### src/hdl/assert_macros.svh
// Assertion macros used by the search block's top-level RTL file.
`ifndef ASSERT_MACROS_SVH
`define ASSERT_MACROS_SVH

// Condition must never hold on a clock edge outside reset.
`define STBS_ASSERT_NEVER(lbl, cond, msg) \
  lbl: assert property (@(posedge clk) disable iff (!rst_n) !(cond)) else $error(msg);

// Antecedent implies consequent in the same cycle.
`define STBS_ASSERT_IMPL(lbl, ante, cons, msg) \
  lbl: assert property (@(posedge clk) disable iff (!rst_n) (ante) |-> (cons)) else $error(msg);

// Antecedent implies consequent in the next cycle.
`define STBS_ASSERT_NEXT(lbl, ante, cons, msg) \
  lbl: assert property (@(posedge clk) disable iff (!rst_n) (ante) |=> (cons)) else $error(msg);

`endif

### src/hdl/stbs_pkg.sv
// Types and constants of the sorted-table binary search block.
package stbs_pkg;

  localparam int TABLE_DEPTH_DEF = 16;
  localparam int QUEUE_DEPTH_DEF = 2;

  localparam int IDX_W = 4;
  localparam int VAL_W = 32;
  localparam int CNT_W = 5;
  localparam int POS_W = 4;

  typedef enum logic {
    OP_LOAD   = 1'b0,
    OP_SEARCH = 1'b1
  } op_t;

  typedef struct packed {
    op_t                     op;
    logic [IDX_W-1:0]        idx;
    logic signed [VAL_W-1:0] data;
  } item_t;

  typedef struct packed {
    logic             found;
    logic [POS_W-1:0] position;
  } result_t;

  typedef struct packed {
    logic idle;
    logic probing;
    logic done;
  } back_status_t;

  typedef enum logic [2:0] {
    ST_IDLE  = 3'b001,
    ST_PROBE = 3'b010,
    ST_DONE  = 3'b100
  } back_state_t;

endpackage

### src/hdl/stbs_fifo.sv
// Small register-based FIFO used between the block's stages.
module stbs_fifo #(
  parameter int WIDTH = 8,
  parameter int DEPTH = stbs_pkg::QUEUE_DEPTH_DEF
) (
  input  logic             clk,
  input  logic             rst_n,
  input  logic             push,
  input  logic [WIDTH-1:0] wdata,
  output logic             full,
  input  logic             pop,
  output logic [WIDTH-1:0] rdata,
  output logic             empty
);

  localparam int PTR_W = $clog2(DEPTH);
  localparam int CW    = $clog2(DEPTH + 1);

  logic [WIDTH-1:0] store_r [DEPTH];
  logic [PTR_W-1:0] wr_ptr_r, wr_ptr_nxt;
  logic [PTR_W-1:0] rd_ptr_r, rd_ptr_nxt;
  logic [CW-1:0]    cnt_r, cnt_nxt;
  logic             do_push;
  logic             do_pop;

  assign full    = (cnt_r == CW'(DEPTH));
  assign empty   = (cnt_r == '0);
  assign do_push = push & ~full;
  assign do_pop  = pop & ~empty;
  assign rdata   = store_r[rd_ptr_r];

  always_comb begin
    wr_ptr_nxt = wr_ptr_r;
    rd_ptr_nxt = rd_ptr_r;
    cnt_nxt    = cnt_r;
    if (do_push) begin
      wr_ptr_nxt = (wr_ptr_r == PTR_W'(DEPTH - 1)) ? '0 : wr_ptr_r + PTR_W'(1);
    end
    if (do_pop) begin
      rd_ptr_nxt = (rd_ptr_r == PTR_W'(DEPTH - 1)) ? '0 : rd_ptr_r + PTR_W'(1);
    end
    case ({do_push, do_pop})
      2'b10:   cnt_nxt = cnt_r + CW'(1);
      2'b01:   cnt_nxt = cnt_r - CW'(1);
      default: cnt_nxt = cnt_r;
    endcase
  end

  always_ff @(posedge clk) begin
    if (!rst_n) begin
      wr_ptr_r <= '0;
      rd_ptr_r <= '0;
      cnt_r    <= '0;
    end else begin
      wr_ptr_r <= wr_ptr_nxt;
      rd_ptr_r <= rd_ptr_nxt;
      cnt_r    <= cnt_nxt;
    end
  end

  always_ff @(posedge clk) begin
    if (do_push) begin
      store_r[wr_ptr_r] <= wdata;
    end
  end

endmodule

### src/hdl/stbs_front.sv
// Input stage: accepts items, drops out-of-range loads, queues the rest.
module stbs_front #(
  parameter int TABLE_DEPTH = stbs_pkg::TABLE_DEPTH_DEF
) (
  input  logic                                clk,
  input  logic                                rst_n,
  input  logic                                in_push,
  output logic                                in_full,
  input  logic                                in_kind,
  input  logic [stbs_pkg::IDX_W-1:0]          in_entry_index,
  input  logic signed [stbs_pkg::VAL_W-1:0]   in_entry_value,
  input  logic signed [stbs_pkg::VAL_W-1:0]   in_search_key,
  input  logic                                q_full,
  output logic                                q_push,
  output stbs_pkg::item_t                     q_item
);

  logic            valid_r, valid_nxt;
  stbs_pkg::item_t item_r, item_nxt;
  stbs_pkg::op_t   op;
  logic [31:0]     idx_w;
  logic            in_range;
  logic            keep;
  logic            accept;

  assign op       = stbs_pkg::op_t'(in_kind);
  assign idx_w    = 32'(in_entry_index);
  assign in_range = (idx_w < 32'(TABLE_DEPTH));
  assign keep     = (op == stbs_pkg::OP_SEARCH) || in_range;

  // hold the staged item while the queue is full
  assign in_full = valid_r & q_full;
  assign q_push  = valid_r & ~q_full;
  assign q_item  = item_r;
  assign accept  = in_push & ~in_full;

  always_comb begin
    valid_nxt     = (accept & keep) | (valid_r & q_full);
    item_nxt.op   = op;
    item_nxt.idx  = in_entry_index;
    item_nxt.data = (op == stbs_pkg::OP_SEARCH) ? in_search_key : in_entry_value;
  end

  always_ff @(posedge clk) begin
    if (!rst_n) begin
      valid_r <= 1'b0;
    end else begin
      valid_r <= valid_nxt;
    end
  end

  always_ff @(posedge clk) begin
    if (accept) begin
      item_r <= item_nxt;
    end
  end

endmodule

### src/hdl/stbs_back.sv
// Search engine: owns the table memory, applies loads and runs searches.
module stbs_back #(
  parameter int TABLE_DEPTH = stbs_pkg::TABLE_DEPTH_DEF
) (
  input  logic                         clk,
  input  logic                         rst_n,
  input  logic [stbs_pkg::CNT_W-1:0]   entry_count,
  input  stbs_pkg::item_t              item_i,
  input  logic                         item_empty,
  output logic                         item_pop,
  input  logic                         res_full,
  output logic                         res_push,
  output stbs_pkg::result_t            res_data,
  output stbs_pkg::back_status_t       status
);

  localparam int AW = $clog2(TABLE_DEPTH);
  localparam int SW = ((AW > stbs_pkg::CNT_W) ? AW : stbs_pkg::CNT_W) + 1;
  localparam int XW = (AW > stbs_pkg::IDX_W) ? AW : stbs_pkg::IDX_W;

  logic signed [stbs_pkg::VAL_W-1:0] mem [TABLE_DEPTH];
  logic signed [stbs_pkg::VAL_W-1:0] rd_data_r;
  logic signed [stbs_pkg::VAL_W-1:0] key_r, key_nxt;

  stbs_pkg::back_state_t state_r, state_nxt;
  logic [SW-1:0] low_r, low_nxt;
  logic [SW-1:0] hp1_r, hp1_nxt;   // one past the current high bound
  logic [SW-1:0] mid_r, mid_nxt;
  logic          found_r, found_nxt;

  logic [SW-1:0] cnt_x;
  logic [SW-1:0] dep_x;
  logic [SW-1:0] cnt_sat;
  logic [SW:0]   mid_sum;
  logic [XW-1:0] idx_x;
  logic [AW-1:0] wr_addr;
  logic [AW-1:0] rd_addr;
  logic          mem_we;

  assign cnt_x   = SW'(entry_count);
  assign dep_x   = SW'(TABLE_DEPTH);
  assign cnt_sat = (cnt_x > dep_x) ? dep_x : cnt_x;
  assign idx_x   = XW'(item_i.idx);
  assign wr_addr = idx_x[AW-1:0];

  always_comb begin
    state_nxt = state_r;
    low_nxt   = low_r;
    hp1_nxt   = hp1_r;
    mid_nxt   = mid_r;
    key_nxt   = key_r;
    found_nxt = found_r;
    item_pop  = 1'b0;
    res_push  = 1'b0;
    mem_we    = 1'b0;
    unique case (state_r)
      stbs_pkg::ST_IDLE: begin
        if (!item_empty) begin
          item_pop = 1'b1;
          if (item_i.op == stbs_pkg::OP_LOAD) begin
            mem_we = 1'b1;
          end else begin
            key_nxt   = item_i.data;
            low_nxt   = '0;
            hp1_nxt   = cnt_sat;
            found_nxt = 1'b0;
            state_nxt = (cnt_sat == '0) ? stbs_pkg::ST_DONE : stbs_pkg::ST_PROBE;
          end
        end
      end
      stbs_pkg::ST_PROBE: begin
        if (rd_data_r == key_r) begin
          found_nxt = 1'b1;
          state_nxt = stbs_pkg::ST_DONE;
        end else begin
          if (rd_data_r > key_r) begin
            hp1_nxt = mid_r;
          end else begin
            low_nxt = mid_r + SW'(1);
          end
          if (low_nxt >= hp1_nxt) begin
            state_nxt = stbs_pkg::ST_DONE;
          end
        end
      end
      stbs_pkg::ST_DONE: begin
        if (!res_full) begin
          res_push  = 1'b1;
          state_nxt = stbs_pkg::ST_IDLE;
        end
      end
      default: begin
        state_nxt = stbs_pkg::ST_IDLE;
      end
    endcase
    // next probe: floor((low + high) / 2) with high = hp1 - 1
    mid_sum = {1'b0, low_nxt} + {1'b0, hp1_nxt} - (SW+1)'(1);
    if (state_nxt == stbs_pkg::ST_PROBE) begin
      mid_nxt = mid_sum[SW:1];
    end
  end

  assign rd_addr = mid_nxt[AW-1:0];

  always_ff @(posedge clk) begin
    if (mem_we) begin
      mem[wr_addr] <= item_i.data;
    end
    rd_data_r <= mem[rd_addr];
  end

  always_ff @(posedge clk) begin
    if (!rst_n) begin
      state_r <= stbs_pkg::ST_IDLE;
    end else begin
      state_r <= state_nxt;
    end
  end

  always_ff @(posedge clk) begin
    low_r   <= low_nxt;
    hp1_r   <= hp1_nxt;
    mid_r   <= mid_nxt;
    key_r   <= key_nxt;
    found_r <= found_nxt;
  end

  assign res_data.found    = found_r;
  assign res_data.position = found_r ? mid_r[stbs_pkg::POS_W-1:0] : '0;

  assign status.idle    = (state_r == stbs_pkg::ST_IDLE);
  assign status.probing = (state_r == stbs_pkg::ST_PROBE);
  assign status.done    = (state_r == stbs_pkg::ST_DONE);

endmodule

### src/hdl/sorted_table_binary_search.sv
// Top level of the sorted-table binary search block.
// Usage:
//   Input queue (in_push / in_full): an item with in_kind low loads
//   in_entry_value at in_entry_index; an item with in_kind high searches for
//   in_search_key. Loads whose index is not below TABLE_DEPTH are dropped.
//   Result queue (out_empty / out_pop): one item per search, out_found and
//   out_position (zero when not found). Loads give no result. cfg_entry_count
//   (saturating above TABLE_DEPTH) is set via cfg_valid / cfg_ready (always
//   ready); the user must do so only with no item in flight (not enforced).
// Timing:
//   An input stage and a short item queue decouple input from the search
//   engine. The engine applies a load in its idle state; a search goes from
//   idle through P table probes (at most 5 for 16 entries), one probe per
//   cycle from the single read port of the table memory, to the done state,
//   which holds while the result queue is full and then returns to idle.
// Stalls and reset:
//   A full result queue holds the engine, then the item queue fills, then
//   in_full rises. Reset empties both queues and clears entry_count; table
//   contents are undefined until loaded.
`include "assert_macros.svh"

module sorted_table_binary_search #(
  parameter int TABLE_DEPTH = stbs_pkg::TABLE_DEPTH_DEF,
  parameter int QUEUE_DEPTH = stbs_pkg::QUEUE_DEPTH_DEF
) (
  input  logic                               clk,
  input  logic                               rst_n,
  input  logic                               in_push,
  output logic                               in_full,
  input  logic                               in_kind,
  input  logic [stbs_pkg::IDX_W-1:0]         in_entry_index,
  input  logic signed [stbs_pkg::VAL_W-1:0]  in_entry_value,
  input  logic signed [stbs_pkg::VAL_W-1:0]  in_search_key,
  output logic                               out_empty,
  input  logic                               out_pop,
  output logic                               out_found,
  output logic [stbs_pkg::POS_W-1:0]         out_position,
  input  logic                               cfg_valid,
  output logic                               cfg_ready,
  input  logic [stbs_pkg::CNT_W-1:0]         cfg_entry_count
);

  logic [stbs_pkg::CNT_W-1:0] entry_count_r;

  stbs_pkg::item_t        front_item;
  logic                   front_push;
  logic                   item_full;
  stbs_pkg::item_t        item_head;
  logic                   item_empty;
  logic                   item_pop;
  stbs_pkg::result_t      res_data;
  logic                   res_push;
  logic                   res_full;
  stbs_pkg::result_t      res_head;
  stbs_pkg::back_status_t back_st;

  assign cfg_ready = 1'b1;

  always_ff @(posedge clk) begin
    if (!rst_n) begin
      entry_count_r <= '0;
    end else if (cfg_valid && cfg_ready) begin
      entry_count_r <= cfg_entry_count;
    end
  end

  stbs_front #(
    .TABLE_DEPTH (TABLE_DEPTH)
  ) u_front (
    .clk            (clk),
    .rst_n          (rst_n),
    .in_push        (in_push),
    .in_full        (in_full),
    .in_kind        (in_kind),
    .in_entry_index (in_entry_index),
    .in_entry_value (in_entry_value),
    .in_search_key  (in_search_key),
    .q_full         (item_full),
    .q_push         (front_push),
    .q_item         (front_item)
  );

  stbs_fifo #(
    .WIDTH ($bits(stbs_pkg::item_t)),
    .DEPTH (QUEUE_DEPTH)
  ) u_item_q (
    .clk   (clk),
    .rst_n (rst_n),
    .push  (front_push),
    .wdata (front_item),
    .full  (item_full),
    .pop   (item_pop),
    .rdata (item_head),
    .empty (item_empty)
  );

  stbs_back #(
    .TABLE_DEPTH (TABLE_DEPTH)
  ) u_back (
    .clk         (clk),
    .rst_n       (rst_n),
    .entry_count (entry_count_r),
    .item_i      (item_head),
    .item_empty  (item_empty),
    .item_pop    (item_pop),
    .res_full    (res_full),
    .res_push    (res_push),
    .res_data    (res_data),
    .status      (back_st)
  );

  stbs_fifo #(
    .WIDTH ($bits(stbs_pkg::result_t)),
    .DEPTH (QUEUE_DEPTH)
  ) u_res_q (
    .clk   (clk),
    .rst_n (rst_n),
    .push  (res_push),
    .wdata (res_data),
    .full  (res_full),
    .pop   (out_pop),
    .rdata (res_head),
    .empty (out_empty)
  );

  assign out_found    = res_head.found;
  assign out_position = res_head.position;

  `STBS_ASSERT_NEVER(a_res_no_overflow, res_push && res_full, "result pushed into full queue")
  `STBS_ASSERT_IMPL(a_pop_when_idle, item_pop, back_st.idle && !item_empty, "item taken while busy")
  `STBS_ASSERT_NEXT(a_done_retires, back_st.done && !res_full, back_st.idle, "result not retired")
  `STBS_ASSERT_IMPL(a_push_from_done, res_push, back_st.done, "result pushed outside done state")

endmodule
### config.mk
export PLATFORM = sky130hd
export DESIGN_NAME = sorted_table_binary_search
export DESIGN_NICKNAME = d
export VERILOG_FILES = /design/src/hdl/stbs_pkg.sv /design/src/hdl/stbs_fifo.sv /design/src/hdl/stbs_front.sv /design/src/hdl/stbs_back.sv /design/src/hdl/sorted_table_binary_search.sv
export VERILOG_INCLUDE_DIRS = /design/src /design/src/hdl
export SDC_FILE = /design/constraint.sdc
export NUM_CORES = 1
export LEC_CHECK = 0
export BUFFER_PORTS_ARGS = -buffer_cell sky130_fd_sc_hd__buf_2
export CAP_MARGIN = 20
export CORE_MARGIN = 2
export CORE_UTILIZATION = 55
export CTS_CLUSTER_SIZE = 25
export DETAILED_ROUTE_END_ITERATION = 12
export PLACE_DENSITY = 0.75
export SLEW_MARGIN = 10
export SYNTH_ARGS = -nofsm -noshare
export SYNTH_HDL_FRONTEND = slang
export SYNTH_HIERARCHICAL = 1
export SYNTH_SLANG_ARGS = --single-unit
### constraint.sdc
create_clock -name clk -period 5.05 [get_ports clk]
set_clock_uncertainty 0.15 [all_clocks]
set_input_delay 0 -clock clk [delete_from_list [all_inputs] [get_ports clk]]
set_output_delay 0 -clock clk [all_outputs]
set_load 0.02 [all_outputs]
Yosys cells after proc, flatten, opt, wreduce, memory -nomap -nowiden
Memories as Yosys holds them, arrays and structs flattened. A register that Yosys moved wholly into a read port is not among the register bits.
Cells that the tools add are included.
{"block": "classes", "magnitude_cmp": 4, "n_reduce_logical": 9, "n_bitwise": 14, "n_eq_ne": 14, "muxes": 52, "addsub": 11}
{"operator": "6-bit 2-to-1 mux", "n": 12}
{"operator": "32-bit equality test", "n": 1}
{"operator": "32-bit > comparator", "n": 1}
{"operator": "32-bit 2-to-1 mux", "n": 1}
{"operator": "1-bit 2-to-1 mux", "n": 24}
{"operator": "6-bit one-hot mux with 2 select lines", "n": 2}
{"operator": "3-bit 2-to-1 mux", "n": 6}
{"operator": "3-bit one-hot mux with 3 select lines", "n": 1}
{"operator": "1-bit bitwise AND", "n": 8}
{"operator": "2-bit equality test (second input constant)", "n": 4}
{"operator": "4-bit 2-to-1 mux", "n": 2}
{"operator": "2-bit one-hot mux with 2 select lines", "n": 2}
{"operator": "6-bit by 6-bit adder with 7-bit output", "n": 1}
{"operator": "7-bit by 1-bit subtractor with 7-bit output (second input constant)", "n": 1}
{"operator": "6-bit by 1-bit adder with 6-bit output (second input constant)", "n": 1}
{"operator": "3-bit by 2-bit equality test with 1-bit output (second input constant)", "n": 2}
{"operator": "6-bit >= comparator", "n": 1}
{"operator": "6-bit logical NOT", "n": 1}
{"operator": "2-bit nonzero test", "n": 3}
{"operator": "5-bit > comparator (second input constant)", "n": 1}
{"operator": "4-bit by 5-bit less-than comparator with 1-bit output (second input constant)", "n": 1}
{"operator": "5-bit 2-to-1 mux", "n": 1}
{"operator": "1-bit inverter", "n": 5}
{"operator": "1-bit adder (second input constant)", "n": 4}
{"operator": "13 further kinds", "n": 18}
{"block": "totals", "n_memories": 3, "ramBits": 596, "inputBits": 79, "wordCells": 125, "output_inout_bits": 8, "regBits": 105}
{"memory": "u_back.mem", "words": 16, "width": 32, "rd": 1, "rd_ports_with_merged_regs": 1, "wr": 1, "line": "stbs_back.sv:21", "source": "logic signed [stbs_pkg::VAL_W-1:0] mem [TABLE_DEPTH];"}
{"memory": "u_item_q.store_r", "words": 2, "width": 37, "rd": 1, "rd_ports_with_merged_regs": 1, "wr": 1, "line": "stbs_fifo.sv:19", "source": "logic [WIDTH-1:0] store_r [DEPTH];"}
{"memory": "u_res_q.store_r", "words": 2, "width": 5, "rd": 1, "rd_ports_with_merged_regs": 1, "wr": 1, "line": "stbs_fifo.sv:19"}

Longest topological paths before layout
Gate-level depths: netlist (run 1).
{"block": "logic_depth", "depth_word": 10, "depth_mapped": 25, "depth_no_buf": 23}

Modules after synthesis
The synthesis (run 1) kept the hierarchy.
{"module": "stbs_back", "seq_area_each_um2": 17446.7, "area_each_um2": 23682.7, "cells_per_inst": 1391, "n_inst": 1}
{"module": "stbs_fifo (u_item_q)", "seq_area_each_um2": 2322.2, "area_each_um2": 2895.3, "cells_per_inst": 141, "n_inst": 1}
{"module": "stbs_front", "seq_area_each_um2": 1131.1, "area_each_um2": 1701.6, "cells_per_inst": 78, "n_inst": 1}
{"module": "stbs_fifo (u_res_q)", "seq_area_each_um2": 400.4, "area_each_um2": 593.1, "cells_per_inst": 41, "n_inst": 1}
{"module": "sorted_table_binary_search", "seq_area_each_um2": 100.1, "area_each_um2": 203.9, "cells_per_inst": 18, "n_inst": 1}

Worst setup path after synthesis (run 1)
Ideal clock, no wire load.
{"block": "synth_path", "path_kind": "register -> register", "startpoint": "register u_back.state_r[0]", "endpoint": "register u_back/rd_data_r[30] (netlist name) (read register of u_back.mem)", "synth_period_minus_slack_ns": 5.365, "path_stages_with_launch": 20, "t_arrival_ns": 5.081, "setup_time_ns": 0.134, "t_required_ns": 4.766, "path_slack_ns": -0.315, "path_buffers": 2, "cell_sequence": "dfxtp_1 or3b_4 nor2_4 nand2_2 inv_1 clkbuf_1 nor2_1 a221oi_1 ha_1 inv_1 ha_1 a21o_1 a21oi_1 xnor2_1 nor2_1 mux2_2 nand2_1 clkbuf_1 o22ai_1 or4_1"}
{"block": "synth_between", "elab_chain_cells": 5, "word_cells_on_any_way": 15, "cone_classes": "add/sub: 2; eq/ne: 4; mux: 9"}
{"element": "start, declared", "line": "stbs_back.sv:25", "source": "stbs_pkg::back_state_t state_r, state_nxt;"}
{"element": "start signal, assigned", "line": "stbs_back.sv:114", "source": "state_r <= stbs_pkg::ST_IDLE;"}
{"element": "start signal, assigned", "line": "stbs_back.sv:116", "source": "state_r <= state_nxt;"}
{"element": "3-bit by 2-bit equality test with 1-bit output, or another cell as far along"}
{"element": "6-bit one-hot mux with 2 select lines, or another cell as far along", "line": "stbs_back.sv:56", "source": "unique case (state_r)"}
{"element": "6-bit by 6-bit adder with 7-bit output or 3-bit one-hot mux with 3 select lines (tied branches)", "line": "stbs_back.sv:97, stbs_back.sv:56"}
{"element": "7-bit by 1-bit subtractor with 7-bit output or 3-bit by 2-bit equality test with 1-bit output (tied branches)", "line": "stbs_back.sv:97, stbs_back.sv:98"}
{"element": "4-bit 2-to-1 mux *", "line": "stbs_back.sv:98", "source": "if (state_nxt == stbs_pkg::ST_PROBE) begin"}
{"element": "end, declared", "line": "stbs_back.sv:22", "source": "logic signed [stbs_pkg::VAL_W-1:0] rd_data_r;"}
Mark *: on every way between the ends. The rest lies on a longest branch, timed or not.
A chain may end at the register's enable or synchronous reset.

Worst setup path after layout (run 1)
{"block": "layout_path", "startpoint": "register u_back/key_r[13] (netlist name)", "endpoint": "register u_back/rd_data_r[3] (netlist name) (read register of u_back.mem)"}
{"block": "layout_between", "elab_chain_cells": 10, "word_cells_on_any_way": 20, "cone_classes": "add/sub: 2; order compare: 2; eq/ne: 2; mux: 14"}
{"element": "start, declared", "line": "stbs_back.sv:23", "source": "logic signed [stbs_pkg::VAL_W-1:0] key_r, key_nxt;"}
{"element": "start signal, assigned", "line": "stbs_back.sv:124", "source": "key_r <= key_nxt;"}
{"element": "parallel branches: the longest is 9 deep, another holds 32-bit > comparator"}
{"element": "4-bit 2-to-1 mux *", "line": "stbs_back.sv:98"}
Every way passes the cells marked *. The select of a mux whose other input is x is not followed.

==> metrics.txt, run 1 <==
status=finished, violations left; failing checks=setup timing; Slew headroom=approximately 29%; CTS buffer count=73; ant diodes=0; warnings from Yosys=6; Cells after Synth=around 1700; Max Cap Viol=0; Max Freq=178 MHz; Hold Fails Final Rpt=0; antenna violations before repair=0; Post-DP Area=roughly 0.031 mm^2; fin worst setup slack=-0.558 ns; RSZ-0062 raised after global routing=yes; cell area after layout=between 0.03 and 0.04 mm^2; Synth-to-Final Area Change=25.3%; Rows=84; syn nets=1799; Total GRT Usage=between 20 and 30%; Worst Hold Depth=1; Setup Viol. Count Final=33; Pwr per Cell Area=584 mW/mm^2; syn_area_per_cell=17.4 um^2; CTS tree=built; routability cong.=roughly 0.83; FF-to-FF path depth=27; Seq pwr share=between 30% and 40%; Initial Util=between 50 and 60%; NetSw=between 6 and 7 mW; worst skew pair latency=a little over 0.6 ns; final critical-path required period=roughly 5.6 ns; CTS H-Tree Depth=3; Max Fanout on Critical Path=6; number of DRC markers in iteration 0=roughly 1800; Reg clk slew, reported paths=~0.06 ns; Setup CP Type=register to register; drt total wl=74.7 mm; Comb pwr share=roughly 40%; Cell Area, Synth=just under 0.03 mm^2; die area=roughly 0.055 mm^2; clock power share=between 20% and 30%; IO buf count=85; Sw Share=31.6%; Die Wd=between 200 and 250 um; HPWL Detailed=37.2 mm; Core ar.=about 0.052 mm^2; Hold WS=0.0219 ns; drt drc=0; Startpoint Class=register; measured slew at the worst slew-check pin=about 1.1 ns; worst-case clock buffer depth=3; Max Slew Vio Count=0; die height=around 230 um; DR vias/cell=between 6 and 7; vias after detailed routing=approximately 17000; crit end category=register; Power Internal=~15 mW; first-pass GRT wire length=103 mm; Tot Pwr=between 20 and 25 mW; final worst path period share=111%; WL/cell=around 27 um; leakage power=around 14 nW; fin util=about 69%; Worst VDD drop=roughly 0.4 mV; vias in the first global route=16826; CTS root buf=clkbuf_16; final net count=2161; largest net degree at the start of global routing=38; share of layout cells above drive strength 1=28.7%; ANT nets after route=0; Overflow after GRT=0; Arr. time, crit path=a little under 6 ns; Ports=87; Initial DRT Pass Iterations=5; type of the worst min-delay path=primary input to register; Clock Sinks=roughly 740; Crit path required time=between 5 and 6 ns
## path summary, 6_finish.rpt
check,slack (ns),from,endpoint
max reg2reg,-0.56,u_back/key_r[13],u_back/rd_data_r[3]
max,-0.56,u_back/key_r[13],u_back/rd_data_r[3]
min,0.02,in_kind,u_front/q_item[36]
min reg2reg,0.30,u_front/q_item[23],u_item_q/store_r[1][23]
## flip-flops by register name, summed over array words and instances, names as in the netlist, 2 cells and up, named ones only
name / flops
entry_count_r: 5
u_back/hp1_r: 6
u_back/key_r: 32
u_back/low_r: 6
u_back/mem: 512
u_back/mid_r: 6
u_back/rd_data_r: 32
u_back/state_r: 3
u_front/q_item: 37
u_item_q/cnt_r: 2
u_item_q/store_r: 74
u_res_q/cnt_r: 2
u_res_q/store_r: 10
## metal layers
layer	track usage, %	wire (um)
met5	0	0
met4	9.45	2950
met3	4.21	6340
met2	44.5	37700
met1	33.4	27700
## worst max-delay path, stage by stage (launching register included)
cell and delay, ns:
edfxtp_1 0.36, inv_1 0.09, ha_4 0.20, a21o_1 0.18, a21o_1 0.17, a21oi_2 0.14, buf_4 0.13, o211ai_1 0.09
nand4_1 0.17, nand4_1 0.27, xnor2_2 0.26, nand2_2 0.15, buf_6 0.18, buf_6 0.12, mux2i_4 0.19, ha_4 0.19
a21o_1 0.17, a21oi_2 0.16, o21ai_2 0.09, a21oi_4 0.20, a21oi_4 0.11, buf_12 0.14, mux2_4 0.39, buf_6 0.15
buf_4 0.12, mux2i_1 0.23, o22ai_1 0.14, or4_1 0.54
## through the flow
step | instances | setup TNS [ns] | setup WS [ns]
2_1_floorplan | 1668 | 0 | 0.0247
3_3_place_gp | 2477 | -23.00 | -0.789
3_5_place_dp | 2477 | -26.11 | -0.873
4_1_cts | 2749 | -8.25 | -0.311
5_1_grt | 2776 | -18.96 | -0.661
6_report | 2776 | -14.95 | -0.558
## power by group through the flow
stage                     registers (mW)  logic [mW]  clock network, mW
after floorplan                     7.50        3.77                  0
after global placement              7.59        5.55                  0
after detailed placement            7.60        5.69                  0
after CTS                           7.49        7.28               5.32
after global routing                7.55        8.81               5.56
final                               7.53        8.47               5.28
## cells in the final DEF (no fill, tap or decap), drive strengths merged, types with 6 or more instances in the layout
cell type / n
clkbuf: 103
dfxtp: 67
mux2i: 278
clkinv: 27
or4: 33
mux2: 89
dlygate4sd3: 92
nor2b: 19
xnor2: 13
a21oi: 14
nand2b: 11
inv: 63
nor2: 34
o21ai: 13
o22ai: 128
a21o: 16
buf: 256
nand4: 11
ha: 51
and2: 9
nand2: 29
edfxtp: 668
or3: 6
## timing repair
action / in CTS / in global routing
buffers inserted: 35 / 19
gates resized for setup: 107 / 98
pin swaps: 41 / 52
hold endpoints to repair: 92 / 0
hold buffers: 92 / 0
endpoints found under the setup margin: 33 / 33
cloned: 12 / 9
## layout make-up
type                            instances  area, um^2
Clock buffer                           95        1980
Clock inverter                         38         350
Fill cell                            3092       16000
Inverter                               60         225
Multi-Input combinational cell        803        7960
Sequential cell                       735       21400
Tap cell                              688         861
Timing Repair Buffer                  357        3640
Power figures use the tool's default switching activity.
==> run 2: changes to the inputs <==
--- a/config.mk
+++ b/config.mk
@@ -12,6 +12,7 @@
 export CORE_UTILIZATION = 55
 export CTS_CLUSTER_SIZE = 25
 export DETAILED_ROUTE_END_ITERATION = 12
+export GPL_TIMING_DRIVEN = 0
 export PLACE_DENSITY = 0.75
 export SLEW_MARGIN = 10
 export SYNTH_ARGS = -nofsm -noshare
==> metrics.txt, run 2 (synthesis results as in run 1) <==
first-pass GRT wire length=103 mm (about the same); Setup CP Type=register to register; worst-case clock buffer depth=3 (unchanged); Max Slew Vio Count=0 (unchanged); Crit path required time=5.37 ns (about the same); leakage power=13.5 nW (about the same); Max Freq=178 MHz (-0.40%); Slew headroom=32.6% (+3.4 points); worst skew pair latency=0.62 ns (about the same); RSZ-0062 raised after global routing=yes; Setup Viol. Count Final=32 (-3.0%); number of DRC markers in iteration 0=1791 (-0.39%); Ports=87 (unchanged); crit end category=register; Hold WS=0.0773 ns (+0.0554 ns); commonest cells after routing, fill and taps aside=edfxtp_1 (668), mux2i_1 (233), o22ai_1 (112); final worst path period share=111% (+0.45 points); Rows=84 (unchanged); Critical R2R Capture=u_back/rd_data_r[15]; drt drc=0 (unchanged); CTS root buf=clkbuf_16; antenna violations before repair=0 (unchanged); Worst VDD drop=0.365 mV (-8.7%); measured slew at the worst slew-check pin=1.01 ns (-0.0561 ns); CTS tree=built; critical path launch point=u_back/key_r[17]; critical path's slowest cell=or4_1; Synth-to-Final Area Change=25.9%; Core ar.=0.0524 mm^2 (unchanged); Initial Util=55.4% (unchanged); HPWL Detailed=42.0 mm (+13%); fin util=69.8% (+0.31 points); CP peak stage delay=0.50 ns (-0.04 ns); vias after detailed routing=16517 (-2.9%); CTS buffer count=73 (unchanged); Worst path most repeated cell=a21oi_2; Total GRT Usage=25.8% (-0.045 points); Pwr per Cell Area=573 mW/mm^2 (-2.0%); Max Cap Viol=0 (unchanged); fin worst setup slack=-0.581 ns (-0.0228 ns); end point of the critical path=u_back/rd_data_r[15]; drt total wl=70.7 mm (-5.3%); Max Fanout on Critical Path=10 (+4); Hold Fails Final Rpt=0 (unchanged); WL/cell=25.7 um (-4.4%); die area=0.0547 mm^2 (unchanged); ant diodes=0 (unchanged); final critical-path required period=5.63 ns (+0.0228 ns); r2r setup slk=-0.58 ns (-0.02 ns); RR Startpoint=u_back/key_r[17]; ANT nets after route=0 (unchanged); Overflow after GRT=0 (unchanged); Largest Register=u_back/mem; FF-to-FF path depth=28 (+3.7%); Clock Sinks=735 (unchanged); final net count=2134 (-1.2%); Die Wd=234 um (unchanged); DR vias/cell=6.01 (-2.0%); CTS H-Tree Depth=3 (unchanged); Reg clk slew, reported paths=0.06 ns (about the same); commonest non-fill, non-tap cell in the layout=edfxtp_1; routability cong.=0.800 (-4.1%); largest net degree at the start of global routing=38 (unchanged); type of the worst min-delay path=primary input to register; failing checks=setup timing; Tot Pwr=21.0 mW (-1.5%); status=finished, violations left; Initial DRT Pass Iterations=5 (unchanged); IO buf count=84 (-1.2%); die height=234 um (unchanged); Arr. time, crit path=5.95 ns (+0.02 ns); vias in the first global route=16964 (+0.82%); max FFs per register=512 (unchanged); share of layout cells above drive strength 1=27.6% (-1.1 points); Startpoint Class=register
-- run 2: stage by stage --
stage | setup WS [ns] | std cells | area, um^2 | setup TNS [ns]
final | -0.581 | 2748 | 36600 | -16.62
after global routing | -0.759 | 2748 | 36600 | -21.59
after CTS | -0.396 | 2737 | 36000 | -10.99
after detailed placement | -2.46 | 2471 | 31000 | -80.62
after global placement | -2.36 | 2440 | 30400 | -273.38
after floorplan | 0.0247 | 1668 | 29100 | 0
-- run 2: worst min path at each step --
stage	from	end	slack, ns	cells after the start
after floorplan	rst_n	u_back/state_r[0]	-0.09	1
after detailed placement	in_entry_index[0]	u_front/q_item[32]	0.03	1
final	in_entry_value[23]	u_front/q_item[23]	0.08	3
after CTS	in_search_key[11]	u_front/q_item[11]	0.05	3
after global routing	in_search_key[31]	u_front/q_item[31]	0.08	3
after global placement	in_entry_index[3]	u_front/q_item[35]	0.03	1
-- run 2: repair_timing --
action | 4_1_cts | 5_1_grt
endpoints found under the hold margin | 93 | 0
pin swaps | 59 | 38
gates resized for setup | 233 | 88
gates cloned | 10 | 1
hold buffers | 94 | 0
endpoints found under the setup margin | 42 | 32
buffers inserted | 30 | 10
-- run 2: where the power goes --
group	internal [mW]	switching [mW]	total, mW
Sequential	7.27	0.188	7.45
Clock	3.30	2.23	5.53
Combinational	3.86	4.11	7.97
-- run 2: worst max-delay path, delay by kind of cell (launching register included) --
kind                       cells  cell delay, ns
muxes                          3            0.76
AOI/OAI and AO/OA             10            1.59
DFF                            1            0.36
and+or+nand+nor                4            0.88
xor gates and xnor gates       1            0.12
adders and majority gates      2            0.43
buffers and inverters          8            1.19
-- run 2: cell type report --
class,count,area [um^2]
clock buffer,97,2070
sequential,735,21400
multi-input combinational,802,7940
fill,3043,15900
buffer,71,1130
clock inverter,35,389
tap,688,861
inverter,60,228
timing repair buffer,260,2560
-- run 2: layer usage --
layer	wire (um)	GRT usage (%)	vias up
met3	5100	4.63	164
met2	36400	44.5	833
met4	2280	11.0	0
met5	0	0	-
met1	26900	32.3	8295
li1	-	-	7225
